--- config.mk ---
export PLATFORM = sky130hd
export DESIGN_NAME = fpzmp_ctrl
export DESIGN_NICKNAME = d
export VERILOG_FILES = /design/src/fpzmp_pkg.sv /design/src/fpzmp_ctrl.sv
export SDC_FILE = /design/constraint.sdc
export NUM_CORES = 1
export LEC_CHECK = 0
export ABC_AREA = 1
export BUFFER_PORTS_ARGS = -buffer_cell sky130_fd_sc_hd__buf_2
export CAP_MARGIN = 30
export CORE_AREA = 2 2 39 41
export DETAILED_ROUTE_END_ITERATION = 10
export DIE_AREA = 0 0 41 43
export MAX_ROUTING_LAYER = met4
export SYNTH_ARGS = -nofsm -noshare
export SYNTH_HDL_FRONTEND = slang
export SYNTH_SLANG_ARGS = --single-unit
--- constraint.sdc ---
create_clock -name clk -period 1.1 [get_ports clk]
set_input_delay 0 -clock clk [delete_from_list [all_inputs] [get_ports clk]]
set_output_delay 0 -clock clk [all_outputs]
set_load 0.03 [all_outputs]
--- src/fpzmp_pkg.sv ---
// package for the foot pressure centre of pressure unit
// holds widths, request codes, controller states and the command/status structs
`timescale 1ns / 1ps
package fpzmp_pkg;
  localparam int SampleBitsDef = 16;
  localparam int CountBitsDef = 16;
  localparam int CfgBits = 40;
  localparam int IdxBits = 3;

  localparam logic [1:0] REQ_OFFSET  = 2'd0;
  localparam logic [1:0] REQ_MEASURE = 2'd1;
  localparam logic [1:0] REQ_CLEAR   = 2'd2;
  localparam logic [1:0] REQ_UNUSED  = 2'd3;

  localparam logic [IdxBits-1:0] CFG_LSTEP  = 3'd0;
  localparam logic [IdxBits-1:0] CFG_RSTEP  = 3'd1;
  localparam logic [IdxBits-1:0] CFG_SDX    = 3'd2;
  localparam logic [IdxBits-1:0] CFG_SDY    = 3'd3;
  localparam logic [IdxBits-1:0] CFG_DFARY  = 3'd4;
  localparam logic [IdxBits-1:0] CFG_DNEARY = 3'd5;
  localparam logic [IdxBits-1:0] CFG_DDX    = 3'd6;

  localparam logic [39:0] LSTEP_RST = 40'd92461493288;
  localparam logic [39:0] RSTEP_RST = 40'd145096839270;

  localparam int KgFull = 20480;
  localparam int LightLimit = 819;

  typedef enum logic [3:0] {
    ST_IDLE, ST_SENS_DIV, ST_SENS_WAIT, ST_SUMS, ST_COP_DIV, ST_COP_WAIT, ST_OUT
  } state_t;

  typedef struct packed {
    logic load;        // capture request
    logic offset_acc;  // add samples to sums
    logic clear;       // clear sums
    logic sens_start;  // start per-sensor work
    logic sens_next;   // store sensor result, move on
    logic sums;        // form loads and numerators
    logic cop_start;
    logic cop_next;
    logic out_load;
  } cmd_t;

  typedef struct packed {
    logic div_done;
    logic sens_last;
    logic cop_last;
  } status_t;
endpackage

--- src/fpzmp_ctrl.sv ---
// controller state machine for the foot pressure unit
// depends on fpzmp_pkg
`timescale 1ns / 1ps
module fpzmp_ctrl (
  input  logic               clk,
  input  logic               rst,
  input  logic               in_valid,
  input  logic [1:0]         in_req,
  input  logic               cnt_full,
  input  logic               out_free,
  input  fpzmp_pkg::status_t sts,
  output logic               in_ready,
  output fpzmp_pkg::cmd_t    cmd
);
  fpzmp_pkg::state_t state, state_next;

  always_ff @(posedge clk) begin
    if (rst) state <= fpzmp_pkg::ST_IDLE;
    else state <= state_next;
  end

  always_comb begin
    state_next = state;
    unique case (state)
      fpzmp_pkg::ST_IDLE:
        if (in_valid && in_req == fpzmp_pkg::REQ_MEASURE) state_next = fpzmp_pkg::ST_SENS_DIV;
      fpzmp_pkg::ST_SENS_DIV: state_next = fpzmp_pkg::ST_SENS_WAIT;
      fpzmp_pkg::ST_SENS_WAIT:
        if (sts.div_done) state_next = sts.sens_last ? fpzmp_pkg::ST_SUMS
                                                     : fpzmp_pkg::ST_SENS_DIV;
      fpzmp_pkg::ST_SUMS: state_next = fpzmp_pkg::ST_COP_DIV;
      fpzmp_pkg::ST_COP_DIV: state_next = fpzmp_pkg::ST_COP_WAIT;
      fpzmp_pkg::ST_COP_WAIT:
        if (sts.div_done) state_next = sts.cop_last ? fpzmp_pkg::ST_OUT
                                                    : fpzmp_pkg::ST_COP_DIV;
      fpzmp_pkg::ST_OUT: if (out_free) state_next = fpzmp_pkg::ST_IDLE;
      default: state_next = fpzmp_pkg::ST_IDLE;
    endcase
  end

  always_comb begin
    cmd = '0;
    in_ready = 1'b0;
    unique case (state)
      fpzmp_pkg::ST_IDLE: begin
        in_ready = 1'b1;
        cmd.load = in_valid;
        cmd.offset_acc = in_valid && in_req == fpzmp_pkg::REQ_OFFSET && !cnt_full;
        cmd.clear = in_valid && in_req == fpzmp_pkg::REQ_CLEAR;
        cmd.sens_start = in_valid && in_req == fpzmp_pkg::REQ_MEASURE;
      end
      fpzmp_pkg::ST_SENS_DIV: ;
      fpzmp_pkg::ST_SENS_WAIT: cmd.sens_next = sts.div_done;
      fpzmp_pkg::ST_SUMS: cmd.sums = 1'b1;
      fpzmp_pkg::ST_COP_DIV: cmd.cop_start = 1'b1;
      fpzmp_pkg::ST_COP_WAIT: cmd.cop_next = sts.div_done;
      fpzmp_pkg::ST_OUT: cmd.out_load = out_free;
      default: ;
    endcase
  end
endmodule

; ---- After elaboration in Yosys (flattened, before gate mapping)
; Cells that the tools add are included.
[totals]
wordCells = 35
in_bits = 10
output_inout_bits = 10
register_bits = 4
[op_classes]
n_mux = 14
n_eq_ne = 12
n_reduce_logical = 8
[ops]
columns = op, n
row1 = case mux 4 bit (7 select lines), 1
row2 = 2-to-1 mux 4 bit, 5
row3 = "== test 4 x 3 -> 1 bit, second input constant", 3
row4 = "== test 4 x 2 -> 1 bit, second input constant", 2
row5 = "inequality test 2 bit, second input constant", 4
row6 = 2-to-1 mux 1 bit, 6
row7 = "== test 4 x 1 -> 1 bit, second input constant", 1
row8 = logical AND 1 bit, 4
row9 = logical NOT 4 bit, 1
row10 = 2-to-1 mux 2 bit, 2
row11 = AND reduction 4 bit, 1
row12 = "== test 2 x 1 -> 1 bit, second input constant", 1
row13 = "== test 2 bit, second input constant", 1
row14 = logical NOT 2 bit, 1
row15 = logical NOT 1 bit, 1

; ---- Longest topological paths before layout
; Gate-level depths: netlist (run 1).
[depth]
word_depth = 4
mapped_depth = 7

; ---- Least setup slack after synthesis (run 1)
; OpenSTA, ideal clock, no wires.
[synth_path]
path_kind = register to output
from = register state[1]
to = output cmd[6] (netlist name)
stages_incl_launch_ff = 6
setup_slack_ps = -456
required_ps = 1100
arrival_ps = 1556
path_buffers = 0
path_cell_list = dfxtp_1 > inv_2 > nand3_2 > inv_1 > nand2_1 > nor3_1
[synth_lines]
columns = element, line
row1 = "start, declared", fpzmp_ctrl.sv:15  ; fpzmp_pkg::state_t state, state_next;
row2 = "start signal, assigned", fpzmp_ctrl.sv:18  ; if (rst) state <= fpzmp_pkg::ST_IDLE;
row3 = "start signal, assigned", fpzmp_ctrl.sv:19  ; else state <= state_next;
row4 = "end, declared", fpzmp_ctrl.sv:13  ; output fpzmp_pkg::cmd_t cmd

==> flow_summary.toml, run 1 <==
[clock_network]
clk_pin_slew_ps = 40
clkLatencyLatePin_ps = 230
cts_tree = "yes"
clockBufferDepth = 2
cts_buffers = 3
cts_max_level = 1
root_buffer = "clkbuf_4"
cts_num_sinks = 3

[die]
io-pin-count = 20
die_h_um = 43
core-area_um2 = 1384
die_x_um = 41
fp-row-count = 14
start_util_pct = 23.33
dieArea_um2 = 1763

[synth]
syn_area_um2 = 322.8
synth_seq_cells = 3
ys_warn_count = 0
syn_inst = 55
yosysSeqAreaShare_pct = 18.60
synth_nets = 65
postSynthAreaPerCell_um2 = 5.869
yosysUniqueCellTypes = 15

[grt]
grtUsageMet2_pct = 20.94
track_usage_pct = 13.26
grt_pass1_vias = 436
gr-usage-met3_pct = 1.571
busiest_layer = "met2"
grt_max_degree = 7
antenna_found_initial = 0
use_met1_pct = 13.14
overflow = 0
grt_pass1_wl_um = 1531

[detailed_routing]
wirelength_um = 980
drtAntennaViolNets = 0
vias_per_cell = 4.437
drt_iter0_drc = 4
drc_errors = 0
wl_per_cell_um = 9.515
vias = 457
first_pass_iters = 4

[sta]
final_max_slew_viol_count = 0
postLayoutSetupSlackWorst_ps = -48.97
period_minus_slack_ps = 1149
rsz0062_at_grt = "true"
finalClockSkew_ps = 2.690
hold_viol_final = 0
fmax_mhz = 870.3
slew_headroom_pct = 87.43
fin_crit_sh_pct = 104.5
worstMarginPinSlew_ps = 187.0
setup_viol = 4

[placement]
gp_congestion = 0.8091
post_dp_cell_area_um2 = 503.0
dpl.hpwl_um = 677.1
io_buffers = 19
place_worst_setup_slack_ps = 36.44

[power_and_ir_drop]
p_switching_w = 0.0001815
pwr-share-seq_pct = 22.0
cellPowerDensity_nw_per_um2 = 764.9
p_comb_share_pct = 41.4
p_leak_nw = 0.3270
intPower_w = 0.0003410
irDropWorstVdd_uv = 385.9
p_clk_share_pct = 36.6
power.share.switching_pct = 34.74

[final_layout]
diodes = 0
nets = 98
layout_commonest_cell = "buf_4"
stdcell_area_um2 = 683.2
drive_gt1_share_pct = 64.37
final_util_pct = 49.37
largest_register = "state"
largest_register_ffs = 3
layout_common_cells = "11 x buf_4, 9 x buf_2, 7 x nand2_1, 7 x inv_1, 7 x buf_6"
reg.largest.list = "state: 3 flops"
area_growth_pct = 111.6
fillers = 141

[setup_path]
crit_type = "reg2out"
cp_max_fo = 3
r2r_slack_ps = -30
cp-end-kind = "primary output"
worst_setup_path_start_kind = "flop"
required_ps = 1100
crit_arrival_ps = 1150

[run]
cap_violations = 0

[min_path]
holdCritPathClass = "in2reg"

[status]
violations = "setup timing"
status = "complete, but fails checks"
## power groups by stage
stage	sequential [W]	clock, W	combinational, W
floorplan	0.000119	0	0.000107
global placement	0.000118	0	0.000158
detailed placement	0.000118	0	0.000158
CTS	0.000115	0.000204	0.000203
global route	0.000115	0.000206	0.000238
finish	0.000115	0.000191	0.000217
## Yosys cell counts (all sizes together)
cell type | number | area [um^2]
inv | 13 | 48.79
nor2 | 12 | 62.56
nand3 | 10 | 70.07
nand2 | 9 | 36.29
a21oi | 4 | 23.77
dfxtp | 3 | 60.06
o21ai | 2 | 10.01
nor3 | 1 | 5.000
nor4 | 1 | 6.260
## cells by family (layout without fill, tap and decap cells)
| logic type | after synthesis | after routing | synth area share, % |
|---|---|---|---|
| flops | 3 | 3 | 18.61 |
| simple gates | 33 | 33 | 55.82 |
| compound gates | 6 | 6 | 10.46 |
| buf+inv | 13 | 45 | 15.11 |
## stage by stage
step           TNS, ps  instances   power, W  hold slack (ps)
2_1_floorplan   -39.74         55  0.0002261            41.03
3_3_place_gp         0         92  0.0002757            186.4
3_5_place_dp         0         92  0.0002761            190.8
4_1_cts         -164.4        103  0.0005218            37.78
5_1_grt         -647.5        103  0.0005595            81.18
6_report        -107.2        103  0.0005225            47.54
## critical path, cell delays in order (launching register included)
cell and delay [ps]:
dfxtp_4 340, inv_4 60, nand3_4 90, clkinvlp_4 100
nand2_4 60, nor3_4 110, buf_6 150
## area by class of cell
cell class	count	area (um^2)	area share, %
Inverter	13	60.06	8.791
Clock buffer	4	26.28	3.846
Sequential cell	3	71.32	10.44
Timing Repair Buffer	28	216.5	31.69
Tap cell	16	20.02	2.930
Multi-Input combinational cell	39	289.0	42.31
## final timing paths
kind | startpoint | end | cells past startpoint
worst max-delay path | state[0]$_SDFFE_PP0P_ | cmd[6] | 6
worst min-delay path | sts[2] | state[0]$_SDFFE_PP0P_ | 4
worst max register to register | state[0]$_SDFFE_PP0P_ | state[1]$_SDFFE_PP0P_ | 8
worst min register to register | state[1]$_SDFFE_PP0P_ | state[1]$_SDFFE_PP0P_ | 3
## metal layers
metal	part of all wire, %	wire (um)	vias to the layer above
li1	-	-	234
met1	37	366	203
met2	55	536	18
met3	6.0	59	2
met4	1.7	17	0
met5	0	0	-
## timing repair
| item | CTS | global route |
|---|---|---|
| pin swaps | 4 | 2 |
| hold buffers | 1 | 0 |
| gates resized for setup | 15 | 15 |
| buffers inserted | 6 | 0 |
| endpoints found under the setup margin | 4 | 13 |
| hold endpoints to repair | 3 | 0 |
No activity file was read; power rests on OpenSTA's default activity.
==> inputs of run 2 (changes only) <==
--- a/config.mk
+++ b/config.mk
@@ -5,7 +5,6 @@
 export SDC_FILE = /design/constraint.sdc
 export NUM_CORES = 1
 export LEC_CHECK = 0
-export ABC_AREA = 1
 export BUFFER_PORTS_ARGS = -buffer_cell sky130_fd_sc_hd__buf_2
 export CAP_MARGIN = 30
 export CORE_AREA = 2 2 39 41
==> run 2 against run 1 <==
Effect of this change:
- the flow still finishes with violations (setup timing)
- sequential share of layout area about the same
- first-iteration DRC count down 25%
- non-clock buffer count up 2
- design area down 3.5%
- cell count down 18%
- global-route usage up 0.12 points
- critical path depth down 2
- routed wire length up 2.1%
- critical endpoint unchanged
- highest routed layer unchanged
==> flow_summary.toml, run 2 <==
[final_layout]
layout_common_cells = "11 x buf_6, 9 x buf_2, 9 x buf_4"
largest_register = "state"
largest_register_ffs = 3
reg.largest.list = "state: 3 flops"
drive_gt1_share_pct = 70.59
final_util_pct = 47.65
area_growth_pct = 116.9
layout_commonest_cell = "buf_6"
diodes = 0
fin_cells = 84
fillers = 131
stdcell_area_um2 = 659.4
seqCellArea_um2 = 68.82
multi_input_area_um2 = 294.0
nets = 79

[die]
dieArea_um2 = 1763
die_x_um = 41
io-pin-count = 20
core-area_um2 = 1384
die_h_um = 43
fp-row-count = 14
start_util_pct = 21.97

[clock_network]
clockBufferDepth = 2
root_buffer = "clkbuf_4"
cts_buffers = 3
clkLatencyLatePin_ps = 240
cts_max_level = 1
cts_num_sinks = 3
cts_tree = "yes"
clk_pin_slew_ps = 30

[synth]
synthAdderAreaFrac_pct = 0
yosysUniqueCellTypes = 25
synth-compound-area-share_pct = 19.34
synthTopCellsByArea = "dfxtp_1 20%, nor3b_2 8.2%, nand2b_1 6.2%, nor2_1 6.2%, nor3_4 5.3%"
synth_top_area_share_pct = 19.75
async_reset_ff_share_pct = 0
yosys.area_share.simple_pct = 54.32
synth_top_family_by_area = "simple AND/OR/NAND/NOR gates"
syn_inst = 36
yosysTopAreaCell = "dfxtp_1"
synth.most_common_cell = "nor2_1"
synth_edf_count = 0
muxShareOfSynthArea_pct = 0
postSynthAreaPerCell_um2 = 8.446
synth_seq_cells = 3
synth_nets = 46
synthFlopType = "dfxtp_1"
synthTopCellsByCount = "5 x nor2_1, 3 x dfxtp_1, 3 x nand2b_1"
syn_area_um2 = 304.0
ys_warn_count = 0
yosysSeqAreaShare_pct = 19.75
synthXorXnorAreaFrac_pct = 0

[power_and_ir_drop]
cellPowerDensity_nw_per_um2 = 659.9
p_leak_nw = 0.2839
irDropWorstVdd_uv = 331.9

[setup_path]
cpMaxStageDelayCell = "dfxtp_2"
rr_startpoint = "state[0]$_SDFFE_PP0P_"
crit_chain = "nor3_4 -> nand2_4 -> nor3b_4 -> buf_6"
rr_endpoint = "state[1]$_SDFFE_PP0P_"
required_ps = 1100
cp_max_fo = 4
r2r_slack_ps = -110
max_stage_delay_ps = 340
reg2reg_depth = 5
critPathTopFamily = "simple AND/OR/NAND/NOR gates"
crit_arrival_ps = 1290
cp-end-kind = "primary output"
cp_num_buf_inv = 1
worst_setup_path_start_kind = "flop"
crit_type = "reg2out"

[sta]
setup_viol = 11
finalClockSkew_ps = 3.806
hold_viol_final = 0
slew_headroom_pct = 83.73
rsz0062_at_grt = "true"
final_max_slew_viol_count = 0
fmax_mhz = 777.8
period_minus_slack_ps = 1286
fin_crit_sh_pct = 116.9
postLayoutSetupSlackWorst_ps = -185.6
worstMarginPinSlew_ps = 240.6

[detailed_routing]
first_pass_iters = 3
drc_errors = 0
wirelength_um = 1001
vias = 402
drtAntennaViolNets = 0
wl_per_cell_um = 11.92
vias_per_cell = 4.786
drt_iter0_drc = 3

[status]
violations = "setup timing"
status = "complete, but fails checks"

[run]
cap_violations = 0

[placement]
io_buffers = 19
gp_congestion = 0.7203
dpl.hpwl_um = 639.6
post_dp_cell_area_um2 = 478.0
dp.cells = 74

[grt]
grt_max_degree = 12
overflow = 0
antenna_found_initial = 0
track_usage_pct = 13.37
grt_pass1_vias = 364
grt_pass1_wl_um = 1518

[min_path]
hold_depth = 3
min_from = "sts[2]"
holdCritPathClass = "in2reg"
min_to = "state[0]$_SDFFE_PP0P_"
==> run 2: cell count changes in the layout (fill, tap and decap cells not counted), sizes merged, moves of 2 or more <==
cell / change
a21oi: -3
buf: +2
nor2: -7
nor3b: +3
nand3b: +2
nand2b: +3
and2: +2
nand3: -10
inv: -11
nand2: -7
==> run 2: through the flow <==
step	worst slack, ps	hold slack (ps)	TNS, ps	power [W]
after floorplan	-244.5	46.14	-942.3	0.0001669
after global placement	-83.94	227.7	-321.3	0.0002145
after detailed placement	-127.6	233.4	-434.0	0.0002154
after CTS	-184.7	66.47	-1066	0.0004364
after global routing	-245.7	125.8	-1728	0.0004651
final	-185.6	83.46	-1141	0.0004351
==> run 2: worst min-delay path, delay by kind of cell <==
family          cells  cell delay [ps]
buf+inv             1              140
compound gates      1               60
simple gates        1               90
==> run 2: area by class of cell <==
type,instances,area share (%)
multi-input cells,30,44.59
inverters,1,0.5693
repair buffers,30,37.38
well taps,16,3.036
flip-flops and latches,3,10.44
clock buffers,4,3.985
==> run 2: report_power, final <==
group | switching (W) | total, W | internal [W]
clock network | 0.0000640 | 0.000200 | 0.000136
logic | 0.0000622 | 0.000125 | 0.0000632
registers | 0.00000284 | 0.000109 | 0.000106
==> run 2: how the worst max path moves through the flow <==
stage          cells after the start               endpoint                  start
2_1_floorplan                      4                 cmd[7]  state[2]$_SDFFE_PP0P_
3_3_place_gp                       3  state[1]$_SDFFE_PP0P_  state[2]$_SDFFE_PP0P_
3_5_place_dp                       3  state[1]$_SDFFE_PP0P_  state[2]$_SDFFE_PP0P_
4_1_cts                            4                 cmd[6]  state[1]$_SDFFE_PP0P_
5_1_grt                            4                 cmd[5]  state[0]$_SDFFE_PP0P_
6_report                           4                 cmd[6]  state[0]$_SDFFE_PP0P_
==> run 2: cell families (layout without fill, tap and decap cells) <==
kind of cell	Yosys count	after routing
and+or+nand+nor	23	23
buffers and inverters	3	35
DFF	3	3
AOI/OAI and AO/OA	7	7
==> run 2: metal layers <==
metal	up-vias	track usage [%]	share of wire (%)
met5	-	-	0
met4	0	6.000	1.9
met3	2	3.141	4.9
met2	16	23.13	56
met1	187	13.18	37
li1	197	-	-
==> run 2: timing repair <==
item / CTS / global route
setup buffers: 3 / 2
endpoints found under the hold margin: 1 / 0
hold buffers: 1 / 0
pin swaps: 5 / 3
resized for setup: 22 / 11
setup endpoints to repair: 11 / 12
